[src/hdl/dsaf_pkg.sv]
// Shared types, constants and helpers for the drowsiness sensor alert fusion block.
package dsaf_pkg;

  localparam int unsigned PROX_HOLD_TICKS   = 500;
  localparam int unsigned BLINK_HOLD_TICKS  = 500;
  localparam int unsigned GRIP_REARM_TICKS  = 1000;
  localparam int unsigned FUSION_HOLD_TICKS = 1500;
  localparam int unsigned INTERVAL_WIDTH    = 16;

  localparam int unsigned ElapsedW = 11;
  localparam int unsigned CfgDataW = 16;
  localparam int unsigned CfgIdxW  = 3;
  localparam int unsigned IvCmpW   = (INTERVAL_WIDTH > 16) ? INTERVAL_WIDTH : 16;

  typedef logic [ElapsedW-1:0] elapsed_t;

  typedef enum logic [CfgIdxW-1:0] {
    CFG_PROX_DELTA   = 3'd0,
    CFG_SHORT_BLINK  = 3'd1,
    CFG_FUSION_BLINK = 3'd2,
    CFG_PROX_LEVEL   = 3'd3,
    CFG_GRIP_WEAK    = 3'd4,
    CFG_GRIP_LOST    = 3'd5,
    CFG_SLOW_PULSE   = 3'd6,
    CFG_GRIP_TICKS   = 3'd7
  } cfg_idx_e;

  typedef enum logic [1:0] {
    GRIP_IDLE  = 2'd0,
    GRIP_LOW   = 2'd1,
    GRIP_ALERT = 2'd2,
    GRIP_REARM = 2'd3
  } grip_phase_e;

  typedef enum logic [2:0] {
    RULE_NONE        = 3'd0,
    RULE_BLINK_PROX  = 3'd1,
    RULE_BLINK_GRIP  = 3'd2,
    RULE_PROX_GRIP   = 3'd3,
    RULE_BLINK_PULSE = 3'd4,
    RULE_PROX_PULSE  = 3'd5,
    RULE_GRIP_PULSE  = 3'd6
  } fusion_rule_e;

  typedef struct packed {
    logic signed [8:0] prox_delta_threshold;
    logic [15:0]       short_blink_ticks;
    logic [15:0]       fusion_blink_ticks;
    logic [7:0]        proximity_threshold;
    logic [7:0]        grip_weak_threshold;
    logic [7:0]        grip_lost_threshold;
    logic [11:0]       slow_pulse_interval;
    logic [10:0]       grip_lost_ticks;
  } cfg_t;

  typedef struct packed {
    logic signed [8:0] proximity_change;
    logic [7:0]        proximity_level;
    logic [7:0]        grip_pressure;
    logic [11:0]       pulse_interval;
    logic              blink_seen;
    logic              buzzer_busy;
  } tick_in_t;

  typedef struct packed {
    logic        proximity_alert;
    logic        grip_alert;
    logic        blink_alert;
    logic        fusion_alert;
    logic [2:0]  fusion_rule;
    logic [1:0]  grip_phase;
    logic [15:0] blink_interval;
  } tick_out_t;

  typedef struct packed {
    logic        grip_alert;
    grip_phase_e phase;
  } grip_status_t;

  // Elapsed counters count up by one and stick at their all-ones value.
  function automatic elapsed_t tick_up(elapsed_t e);
    tick_up = (e == {ElapsedW{1'b1}}) ? e : e + elapsed_t'(1);
  endfunction

endpackage

[src/hdl/drowsiness_sensor_alert_fusion_core.sv]
// Top level of the drowsiness sensor alert fusion block.
// Latency: a result is valid in the cycle after its tick transaction is accepted.
// Throughput: one tick per cycle while each result is taken; the result register frees up as it is taken.
// Input ready is high whenever the result register is empty or being taken this cycle.
// Reset (rst_ni low, asynchronous) restores all registers but the result data to their defaults,
// clears every holdoff, counter and the grip machine, and empties the result register.
module drowsiness_sensor_alert_fusion_core (
  input  logic                          clk_i,
  input  logic                          rst_ni,
  input  logic                          cfg_we_i,
  input  logic [dsaf_pkg::CfgIdxW-1:0]  cfg_index_i,
  input  logic [dsaf_pkg::CfgDataW-1:0] cfg_wdata_i,
  input  logic                          in_valid_i,
  output logic                          in_ready_o,
  input  dsaf_pkg::tick_in_t            in_data_i,
  output logic                          out_valid_o,
  input  logic                          out_ready_i,
  output dsaf_pkg::tick_out_t           out_data_o
);

  localparam int unsigned IvW = dsaf_pkg::INTERVAL_WIDTH;

  dsaf_pkg::cfg_t         cfg;
  dsaf_pkg::grip_status_t grip;
  logic                   accept;

  // All detector state advances only on an accepted transaction.
  assign in_ready_o = !out_valid_o || out_ready_i;
  assign accept     = in_valid_i && in_ready_o;

  dsaf_cfg_regs u_cfg (
    .clk_i       (clk_i),
    .rst_ni      (rst_ni),
    .cfg_we_i    (cfg_we_i),
    .cfg_index_i (cfg_index_i),
    .cfg_wdata_i (cfg_wdata_i),
    .cfg_o       (cfg)
  );

  dsaf_grip_fsm u_grip (
    .clk_i        (clk_i),
    .rst_ni       (rst_ni),
    .advance_i    (accept),
    .low_grip_i   (in_data_i.grip_pressure < cfg.grip_lost_threshold),
    .lost_ticks_i (cfg.grip_lost_ticks),
    .status_o     (grip)
  );

  // Approach alert: a large proximity jump fires once, then holds off.
  logic               prox_hold_q, prox_hold_d, prox_alert;
  dsaf_pkg::elapsed_t prox_elapsed_q, prox_elapsed_d;

  always_comb begin
    prox_hold_d    = prox_hold_q;
    prox_elapsed_d = dsaf_pkg::tick_up(prox_elapsed_q);
    prox_alert     = 1'b0;
    if ((in_data_i.proximity_change > cfg.prox_delta_threshold) && !prox_hold_q) begin
      prox_alert     = 1'b1;
      prox_hold_d    = 1'b1;
      prox_elapsed_d = '0;
    end else if (prox_elapsed_d >= dsaf_pkg::elapsed_t'(dsaf_pkg::PROX_HOLD_TICKS)) begin
      prox_hold_d = 1'b0;
    end
  end

  // Blink interval measurement. On a blink tick the running count becomes the
  // new interval and the count restarts at one; otherwise it saturates upward.
  logic [IvW-1:0]              since_blink_q, since_blink_d;
  logic [IvW-1:0]              last_iv_q, last_iv_d;
  logic [dsaf_pkg::IvCmpW-1:0] cur_iv_ext, last_iv_ext;
  logic                        blink_hold_q, blink_hold_d, blink_alert;
  dsaf_pkg::elapsed_t          blink_elapsed_q, blink_elapsed_d;

  assign cur_iv_ext = dsaf_pkg::IvCmpW'(since_blink_q);

  always_comb begin
    since_blink_d   = since_blink_q;
    last_iv_d       = last_iv_q;
    blink_hold_d    = blink_hold_q;
    blink_elapsed_d = dsaf_pkg::tick_up(blink_elapsed_q);
    blink_alert     = 1'b0;
    if (in_data_i.blink_seen) begin
      last_iv_d     = since_blink_q;
      since_blink_d = IvW'(1);
      if ((cur_iv_ext < dsaf_pkg::IvCmpW'(cfg.short_blink_ticks)) && !blink_hold_q) begin
        blink_alert     = 1'b1;
        blink_hold_d    = 1'b1;
        blink_elapsed_d = '0;
      end else if (blink_elapsed_d >=
                   dsaf_pkg::elapsed_t'(dsaf_pkg::BLINK_HOLD_TICKS)) begin
        blink_hold_d = 1'b0;
      end
    end else if (since_blink_q != {IvW{1'b1}}) begin
      since_blink_d = since_blink_q + IvW'(1);
    end
  end

  assign last_iv_ext = dsaf_pkg::IvCmpW'(last_iv_d);

  // Fusion: the first matching pair of conditions names the rule. The rule is
  // reported even while the holdoff blocks the alert. A busy buzzer skips the
  // evaluation entirely but the elapsed counter keeps running.
  logic                   bt, pt, gt, ht;
  logic                   fusion_hold_q, fusion_hold_d, fusion_alert;
  dsaf_pkg::elapsed_t     fusion_elapsed_q, fusion_elapsed_d;
  dsaf_pkg::fusion_rule_e rule;

  assign bt = in_data_i.blink_seen &&
              (cur_iv_ext < dsaf_pkg::IvCmpW'(cfg.fusion_blink_ticks));
  assign pt = in_data_i.proximity_level > cfg.proximity_threshold;
  assign gt = in_data_i.grip_pressure < cfg.grip_weak_threshold;
  assign ht = in_data_i.pulse_interval > cfg.slow_pulse_interval;

  always_comb begin
    fusion_hold_d    = fusion_hold_q;
    fusion_elapsed_d = dsaf_pkg::tick_up(fusion_elapsed_q);
    fusion_alert     = 1'b0;
    rule             = dsaf_pkg::RULE_NONE;
    if (!in_data_i.buzzer_busy) begin
      if (bt && pt)      rule = dsaf_pkg::RULE_BLINK_PROX;
      else if (bt && gt) rule = dsaf_pkg::RULE_BLINK_GRIP;
      else if (pt && gt) rule = dsaf_pkg::RULE_PROX_GRIP;
      else if (bt && ht) rule = dsaf_pkg::RULE_BLINK_PULSE;
      else if (pt && ht) rule = dsaf_pkg::RULE_PROX_PULSE;
      else if (gt && ht) rule = dsaf_pkg::RULE_GRIP_PULSE;
      if ((rule != dsaf_pkg::RULE_NONE) && !fusion_hold_q) begin
        fusion_alert     = 1'b1;
        fusion_hold_d    = 1'b1;
        fusion_elapsed_d = '0;
      end else if (fusion_elapsed_d >=
                   dsaf_pkg::elapsed_t'(dsaf_pkg::FUSION_HOLD_TICKS)) begin
        fusion_hold_d = 1'b0;
      end
    end
  end

  // Result assembly.
  dsaf_pkg::tick_out_t result;

  always_comb begin
    result.proximity_alert = prox_alert;
    result.grip_alert      = grip.grip_alert;
    result.blink_alert     = blink_alert;
    result.fusion_alert    = fusion_alert;
    result.fusion_rule     = rule;
    result.grip_phase      = grip.phase;
    result.blink_interval  = last_iv_ext[15:0];
  end

  // Detector state registers.
  always_ff @(posedge clk_i or negedge rst_ni) begin
    if (!rst_ni) begin
      prox_hold_q      <= 1'b0;
      prox_elapsed_q   <= '0;
      since_blink_q    <= '0;
      last_iv_q        <= '0;
      blink_hold_q     <= 1'b0;
      blink_elapsed_q  <= '0;
      fusion_hold_q    <= 1'b0;
      fusion_elapsed_q <= '0;
    end else if (accept) begin
      prox_hold_q      <= prox_hold_d;
      prox_elapsed_q   <= prox_elapsed_d;
      since_blink_q    <= since_blink_d;
      last_iv_q        <= last_iv_d;
      blink_hold_q     <= blink_hold_d;
      blink_elapsed_q  <= blink_elapsed_d;
      fusion_hold_q    <= fusion_hold_d;
      fusion_elapsed_q <= fusion_elapsed_d;
    end
  end

  // Result register: loads on every accepted transaction, empties when taken.
  logic                out_valid_q;
  dsaf_pkg::tick_out_t out_q;

  always_ff @(posedge clk_i or negedge rst_ni) begin
    if (!rst_ni) begin
      out_valid_q <= 1'b0;
    end else if (accept) begin
      out_valid_q <= 1'b1;
    end else if (out_ready_i) begin
      out_valid_q <= 1'b0;
    end
  end

  always_ff @(posedge clk_i) begin
    if (accept) begin
      out_q <= result;
    end
  end

  assign out_valid_o = out_valid_q;
  assign out_data_o  = out_q;

  // A fusion alert always carries the rule that caused it.
  assert property (@(posedge clk_i) disable iff (!rst_ni)
    out_valid_o && out_data_o.fusion_alert |->
      out_data_o.fusion_rule != dsaf_pkg::RULE_NONE)
    else $error("fusion alert without a rule");

  // A shown approach alert means its holdoff is armed.
  assert property (@(posedge clk_i) disable iff (!rst_ni)
    out_valid_o && out_data_o.proximity_alert |-> prox_hold_q)
    else $error("approach alert without holdoff");

  // A shown blink alert means its holdoff is armed.
  assert property (@(posedge clk_i) disable iff (!rst_ni)
    out_valid_o && out_data_o.blink_alert |-> blink_hold_q)
    else $error("blink alert without holdoff");

  // The grip alert tick leaves the machine in the re-arm wait.
  assert property (@(posedge clk_i) disable iff (!rst_ni)
    out_valid_o && out_data_o.grip_alert |->
      out_data_o.grip_phase == dsaf_pkg::GRIP_REARM)
    else $error("grip alert outside re-arm");

  // A tick with the buzzer busy leaves the fusion holdoff untouched.
  assert property (@(posedge clk_i) disable iff (!rst_ni)
    accept && in_data_i.buzzer_busy |=> $stable(fusion_hold_q))
    else $error("fusion holdoff changed while buzzer busy");

endmodule

[src/hdl/dsaf_cfg_regs.sv]
// Configuration register file with reset values and indexed writes.
module dsaf_cfg_regs (
  input  logic                         clk_i,
  input  logic                         rst_ni,
  input  logic                         cfg_we_i,
  input  logic [dsaf_pkg::CfgIdxW-1:0] cfg_index_i,
  input  logic [dsaf_pkg::CfgDataW-1:0] cfg_wdata_i,
  output dsaf_pkg::cfg_t               cfg_o
);

  dsaf_pkg::cfg_t cfg_q, cfg_d;

  always_comb begin
    cfg_d = cfg_q;
    if (cfg_we_i) begin
      case (dsaf_pkg::cfg_idx_e'(cfg_index_i))
        dsaf_pkg::CFG_PROX_DELTA:   cfg_d.prox_delta_threshold = $signed(cfg_wdata_i[8:0]);
        dsaf_pkg::CFG_SHORT_BLINK:  cfg_d.short_blink_ticks    = cfg_wdata_i[15:0];
        dsaf_pkg::CFG_FUSION_BLINK: cfg_d.fusion_blink_ticks   = cfg_wdata_i[15:0];
        dsaf_pkg::CFG_PROX_LEVEL:   cfg_d.proximity_threshold  = cfg_wdata_i[7:0];
        dsaf_pkg::CFG_GRIP_WEAK:    cfg_d.grip_weak_threshold  = cfg_wdata_i[7:0];
        dsaf_pkg::CFG_GRIP_LOST:    cfg_d.grip_lost_threshold  = cfg_wdata_i[7:0];
        dsaf_pkg::CFG_SLOW_PULSE:   cfg_d.slow_pulse_interval  = cfg_wdata_i[11:0];
        dsaf_pkg::CFG_GRIP_TICKS:   cfg_d.grip_lost_ticks      = cfg_wdata_i[10:0];
        default: ;
      endcase
    end
  end

  always_ff @(posedge clk_i or negedge rst_ni) begin
    if (!rst_ni) begin
      cfg_q.prox_delta_threshold <= 9'sd130;
      cfg_q.short_blink_ticks    <= 16'd160;
      cfg_q.fusion_blink_ticks   <= 16'd500;
      cfg_q.proximity_threshold  <= 8'd180;
      cfg_q.grip_weak_threshold  <= 8'd85;
      cfg_q.grip_lost_threshold  <= 8'd60;
      cfg_q.slow_pulse_interval  <= 12'd1000;
      cfg_q.grip_lost_ticks      <= 11'd1500;
    end else begin
      cfg_q <= cfg_d;
    end
  end

  assign cfg_o = cfg_q;

endmodule

[src/hdl/dsaf_grip_fsm.sv]
// Grip-loss state machine: alerts after sustained low grip, then waits to re-arm.
module dsaf_grip_fsm (
  input  logic                     clk_i,
  input  logic                     rst_ni,
  input  logic                     advance_i,
  input  logic                     low_grip_i,
  input  dsaf_pkg::elapsed_t       lost_ticks_i,
  output dsaf_pkg::grip_status_t   status_o
);

  dsaf_pkg::grip_phase_e state_q, state_d;
  dsaf_pkg::elapsed_t    elapsed_q, elapsed_d, elapsed_up;

  assign elapsed_up = dsaf_pkg::tick_up(elapsed_q);

  // Next phase.
  always_comb begin
    state_d = state_q;
    case (state_q)
      dsaf_pkg::GRIP_IDLE: begin
        if (low_grip_i) state_d = dsaf_pkg::GRIP_LOW;
      end
      dsaf_pkg::GRIP_LOW: begin
        if (!low_grip_i) state_d = dsaf_pkg::GRIP_IDLE;
        else if (elapsed_up >= lost_ticks_i) state_d = dsaf_pkg::GRIP_ALERT;
      end
      dsaf_pkg::GRIP_ALERT: state_d = dsaf_pkg::GRIP_REARM;
      dsaf_pkg::GRIP_REARM: begin
        if (elapsed_up >= dsaf_pkg::elapsed_t'(dsaf_pkg::GRIP_REARM_TICKS)) begin
          state_d = dsaf_pkg::GRIP_IDLE;
        end
      end
      default: state_d = dsaf_pkg::GRIP_IDLE;
    endcase
  end

  // Alert and elapsed counter; the counter restarts on entry to low grip and on the alert.
  always_comb begin
    elapsed_d = elapsed_up;
    status_o.grip_alert = 1'b0;
    case (state_q)
      dsaf_pkg::GRIP_IDLE: begin
        if (low_grip_i) elapsed_d = '0;
      end
      dsaf_pkg::GRIP_ALERT: begin
        status_o.grip_alert = 1'b1;
        elapsed_d = '0;
      end
      default: ;
    endcase
    status_o.phase = state_d;
  end

  always_ff @(posedge clk_i or negedge rst_ni) begin
    if (!rst_ni) begin
      state_q   <= dsaf_pkg::GRIP_IDLE;
      elapsed_q <= '0;
    end else if (advance_i) begin
      state_q   <= state_d;
      elapsed_q <= elapsed_d;
    end
  end

endmodule

[config.mk]
export PLATFORM = sky130hd
export DESIGN_NAME = drowsiness_sensor_alert_fusion_core
export DESIGN_NICKNAME = d
export VERILOG_FILES = /design/src/hdl/dsaf_pkg.sv /design/src/hdl/drowsiness_sensor_alert_fusion_core.sv /design/src/hdl/dsaf_cfg_regs.sv /design/src/hdl/dsaf_grip_fsm.sv
export SDC_FILE = /design/constraint.sdc
export NUM_CORES = 1
export LEC_CHECK = 0
export BUFFER_PORTS_ARGS = -buffer_cell sky130_fd_sc_hd__buf_2
export CORE_MARGIN = 5
export CORE_UTILIZATION = 45
export CTS_CLUSTER_SIZE = 24
export DETAILED_ROUTE_END_ITERATION = 8
export HOLD_SLACK_MARGIN = 0.06
export MAX_ROUTING_LAYER = met4
export PLACE_DENSITY = 0.69
export SLEW_MARGIN = 20
export SYNTH_ARGS = -nofsm -noshare
export SYNTH_HDL_FRONTEND = slang
export SYNTH_SLANG_ARGS = --single-unit
[constraint.sdc]
create_clock -name clk_i -period 4.15 [get_ports clk_i]
set_input_delay 0.6225 -clock clk_i [delete_from_list [all_inputs] [get_ports clk_i]]
set_output_delay 0.6225 -clock clk_i [all_outputs]
set_load 0.02 [all_outputs]
== After elaboration in Yosys (flattened, before gate mapping) ==
Cells that the tools add are included.

* Add/sub/neg operators: 5
* Eq/ne operators: 15
* Bitwise operators: 1
* Multiplexer cells: 38
* Magnitude comparators: 12
* Reduce and logical (&&, ||, !) cells: 36

{| class="wikitable"
|+ Operators by type and width
! kind !! count
|-
| 11-bit 2-to-1 mux || 10
|-
| 16-bit 2-to-1 mux || 3
|-
| 11-bit by 1-bit adder with 11-bit output (second input constant) || 4
|-
| 11-bit equality test (second input constant) || 4
|-
| 16-bit less-than comparator || 2
|-
| 11-bit by 9-bit greater-or-equal comparator with 1-bit output (second input constant) || 2
|-
| 11-bit one-hot mux with 2 select lines || 1
|-
| 3-bit 2-to-1 mux || 7
|-
| 2-bit AND reduction || 10
|-
| 16-bit by 1-bit adder with 16-bit output (second input constant) || 1
|-
| 8-bit less-than comparator || 2
|-
| 16-bit != test (second input constant) || 1
|-
| 3-bit equality test (second input constant) || 4
|-
| 12-bit > comparator || 1
|-
| 1-bit 2-to-1 mux || 12
|-
| 11-bit by 10-bit greater-or-equal comparator with 1-bit output (second input constant) || 1
|-
| 11-bit greater-or-equal comparator || 1
|-
| 11-bit greater-or-equal comparator (second input constant) || 1
|-
| 1-bit logical AND || 11
|-
| 2-bit nonzero test || 5
|-
| 9-bit > comparator || 1
|-
| 8-bit > comparator || 1
|-
| 2-bit 2-to-1 mux || 4
|-
| 2-bit one-hot mux with 4 select lines || 1
|-
| 11 further kinds || 17
|}

* Logic and storage cells: 133
* Register bits after elaboration: 195
* Bits of input ports: 63
* Output and inout bits: 27

== Depth between registers and ports, before layout ==
* Word-level depth: 13
* Depth in mapped cells: 15
* Depth with buffers taken out: 14

== Hierarchy ==
From an unflattened synthesis, not the netlist that was laid out.

* Cell total of the unflattened synthesis: 1,049
* Area, all modules: 11,302.1 um^2

{| class="wikitable"
|+ Modules (own cells, without submodules)
! module !! area an instance (um^2) !! seq. area each (um^2) !! cells an instance !! times used
|-
| drowsiness_sensor_alert_fusion_core || 6,523.8 || 2,477.4 || 688 || 1
|-
| dsaf_cfg_regs || 3,407.0 || 2,245.9 || 195 || 1
|-
| dsaf_grip_fsm || 1,371.3 || 325.3 || 166 || 1
|}

== Worst setup path before layout ==
Ideal clock, no wire load.

* Path kind: register to register
* From: reg u_grip.elapsed_q[0]
* To: reg out_q (netlist bit out_data_o[17]) (data pin)
* Cell stages (with the launch flop): 15
* Library setup time: 0.270 ns
* Buffers on the path: 1
* Data arrival time: 2.884 ns
* Data required time: 3.880 ns
* Clock period less this slack: 3.155 ns
* Path slack: 0.995 ns
* Cells stage by stage: dfrtp_1 ha_1 and2_1 clkbuf_1 and3_1 nand4_2 and2_1 and3_1 xor2_1 ha_1 and3_1 a221oi_1 o21ai_0 o211ai_1 a31oi_1

{| class="wikitable"
|+ RTL lines
! element !! line !! text
|-
| from (decl) || dsaf_grip_fsm.sv:12 || <nowiki>dsaf_pkg::elapsed_t elapsed_q, elapsed_d, elapsed_up;</nowiki>
|-
| from (signal assigned) || dsaf_grip_fsm.sv:60 || <nowiki>elapsed_q <= elapsed_d;</nowiki>
|-
| to (signal assigned) || drowsiness_sensor_alert_fusion_core.sv:189 || <nowiki>out_q <= result;</nowiki>
|-
| to (decl) || drowsiness_sensor_alert_fusion_core.sv:175 || <nowiki>dsaf_pkg::tick_out_t out_q;</nowiki>
|}

==> flow_summary.yaml <==
place:
  gp_congestion: 0.809
  dp_hpwl_um: 16800
  port-buffer-count: 89
finish:
  seqCellArea_mm2: 0.00505
  nFillCells: 2244
  nets: 1315
  area_growth_pct: 12.7
  multi_input_area_mm2: 0.00532
  drive_gt1_frac: 0.222
  utilization: 0.510
clock_network:
  postCtsSetupBuffers: 0
  clock_path_buffers: 2
  cts_resized: 0
  cts_tree: "built"
  hold_buffers: 0
  cts_inserted_buffers: 17
  clk_pin_slew_ns: 0.07
  clock_sinks: 195
  cts_root_buf: "clkbuf_16"
  cts_htree_levels: 4
  clock_latency_ns: 0.45
sta:
  finalSetupViolations: 0
  period_needed_ns: 3.41
  hold_viol_final: 0
  fmax_ghz: 0.293
  fin_setup_tns_ns: 0
  fin_crit_sh: 0.821
  clock_skew_ns: 0.0169
  max_slew_margin: 0.500
  slew_viol_final: 0
  rsz0062_at_grt: "no"
  whs_ns: 0.194
  tightest_slew_ns: 0.744
critical_path:
  cp-end-kind: "flip-flop"
  crit_end: "out_data_o[17]"
  arrival_ns: 3.58
  reg2reg_to: "out_data_o[17]"
  start_kind: "flip-flop"
  slowest_stage: "dfrtp_1"
  r2r_cells: 13
  crit_type: "flip-flop to flip-flop"
  crit_path_frequent_cell: "and3_1"
  path_max_fanout: 8
  startpoint: "u_grip.elapsed_q[0]"
  path_buf_inv: 0
  r2r_slack_ns: 0.74
  critical_path.cell_chain: "ha_1 -> and2_1 -> and3_1 -> nand4_2 -> and2_1 -> and3_1 -> xor2_1 -> ha_1 -> and3_1 -> a221oi_1 -> o21ai_0 -> o211ai_1 -> a31oi_1"
  required_ns: 4.32
  critPathTopFamily: "simple AND/OR/NAND/NOR gates"
  worstSetupPathDepth: 13
  rr_startpoint: "u_grip.elapsed_q[0]"
  max_stage_delay_ns: 0.42
detailed_routing:
  first_pass_iters: 5
  dr.first_iter.drc_count: 576
  vias: 8208
  drc: 0
  wirelength_um: 23700
  antenna_left: 0
  wl_per_cell_um: 15.8
  via_per_inst: 5.47
global_routing:
  antenna_found_initial: 1
  grt_max_degree: 77
  grt_usage: 0.181
  grt_pass1_vias: 8100
  grt_pass1_wl_um: 40300
  grt_remaining_overflow: 0
logic_synthesis:
  synth_cell_type_count: 68
  syn-num-nets: 1237
  syn-cell-area_mm2: 0.0109
  ys_warn_count: 0
  synth_area_per_cell_um2: 10.0
  yosysSeqAreaShare: 0.463
  ys_top_cells_by_count: "dfrtp_1 (135), nand2_1 (102), inv_1 (98)"
  synth.most_common_cell: "dfrtp_1"
  synth_flop_cell: "dfrtp_1"
  yosysTopAreaCell: "dfrtp_1"
  synth_seq_cells: 195
  synth-edff-count: 25
  synthCells: 1085
  synthArstFlopShare: 0.872
  yosysTopAreaCellShare: 0.310
  synth_area_leaders: "dfrtp_1 (31%), ha_1 (10%), dfstp_2 (8.4%)"
status:
  status: "complete, no violations"
pwr:
  power_uw: 5780
  power-per-cell-area_mw_per_mm2: 471
  p_leak_uw: 0.00557
  peakVddDrop_mv: 0.273
floorplanning:
  die_w_um: 166
  initial_core_util: 0.452
  fp.dieH_um: 166
  coreArea_mm2: 0.0241
  ioPinCount: 90
  dieArea_mm2: 0.0274
  row_count: 57
hold_path:
  hold_path.class: "input port to asynchronous set/reset pin"
run:
  cap_violations: 0
## metal layers
| layer | GRT usage | routed length (um) | up-vias |
|---|---|---|---|
| li1 | - | - | 4065 |
| met1 | 0.229 | 10800 | 4002 |
| met2 | 0.311 | 11900 | 122 |
| met3 | 0.0284 | 717 | 19 |
| met4 | 0.0398 | 272 | 0 |
| met5 | - | 0 | - |
## sequential cells by signal, indices dropped and copies added (netlist names), 2 cells and up
register and flops:
u_grip.state_q 2, blink_elapsed_q 11, prox_elapsed_q 11, out_data_o 25, fusion_elapsed_q 11, u_grip.elapsed_q 11, last_iv_q 16, cur_iv_ext 16
u_cfg.cfg_o 88
## final cells by class
cell class                      instances  area share
Multi-Input combinational cell        749       0.433
Sequential cell                       195       0.411
Timing Repair Buffer                  101      0.0451
Clock buffer                           19      0.0352
Tap cell                              324      0.0330
Inverter                               99      0.0303
Clock inverter                         13      0.0118
Antenna cell                            1    0.000204
## worst reg2reg max path, cell delays in order, from the launching register on
cell and delay, ns:
dfrtp_1 0.42, ha_1 0.21, and2_1 0.29, and3_1 0.28, nand4_2 0.24, and2_1 0.25
and3_1 0.21, xor2_1 0.15, ha_1 0.29, and3_1 0.17, a221oi_1 0.25, o21ai_0 0.15
o211ai_1 0.14, a31oi_1 0.11
## through the flow
step	std cells	setup WS [ns]	area, um^2
final	1501	0.742	12300
after global routing	1501	0.384	12300
after CTS	1500	0.747	12300
after detailed placement	1468	0.769	11700
after global placement	1468	0.865	11700
after floorplan	1085	0.995	10900
## cell usage in the layout (no fill, tap or decap), types with 3 or more instances in the layout
cell and count:
inv_6 5, mux2_2 78, buf_4 11, nor3_1 15
ha_1 89, and3_1 16, inv_8 3, or2_2 4
dfrtp_1 135, o21a_1 5, o21ai_0 83, xor2_1 8
nor4_1 4, o211ai_1 6, a41oi_1 3, a211oi_1 4
a2111oi_0 6, nand4_1 23, nand4b_1 4, nand2_1 102
nand2b_1 8, a211o_1 3, a22o_1 11, clkbuf_16 17
a31oi_1 14, a31o_2 4, a21o_1 14, dfstp_2 35
a21oi_1 60, a221oi_1 3, inv_1 98, nand3_1 36
xnor2_1 12, nor2_1 57, or3_1 11, buf_2 88
and2_1 7, nor2b_1 6, and4_1 8, edfxtp_1 25
## kinds of logic after synthesis
| kind of cell | synth area share |
|---|---|
| simple gates | 0.141 |
| flops | 0.463 |
| compound gates | 0.145 |
| buf+inv | 0.0496 |
| fa+ha+maj | 0.104 |
| xor+xnor | 0.0161 |
| mux | 0.0815 |
## power breakdown
| group | total (uW) | switching, uW | internal (uW) |
|---|---|---|---|
| registers | 2670 | 316 | 2360 |
| logic | 1470 | 816 | 657 |
| clock network | 1640 | 785 | 855 |
## worst min-delay path by stage
stage | start | to | depth (start not counted)
global route | rst_ni | last_iv_q[7] | 1
global placement | last_iv_q[3] | last_iv_q[3] | 1
CTS | rst_ni | last_iv_q[12] | 1
detailed placement | last_iv_q[14] | last_iv_q[14] | 1
floorplan | rst_ni | blink_elapsed_q[0] | 0
finish | rst_ni | last_iv_q[7] | 1
(Power assumes the default switching activity.)
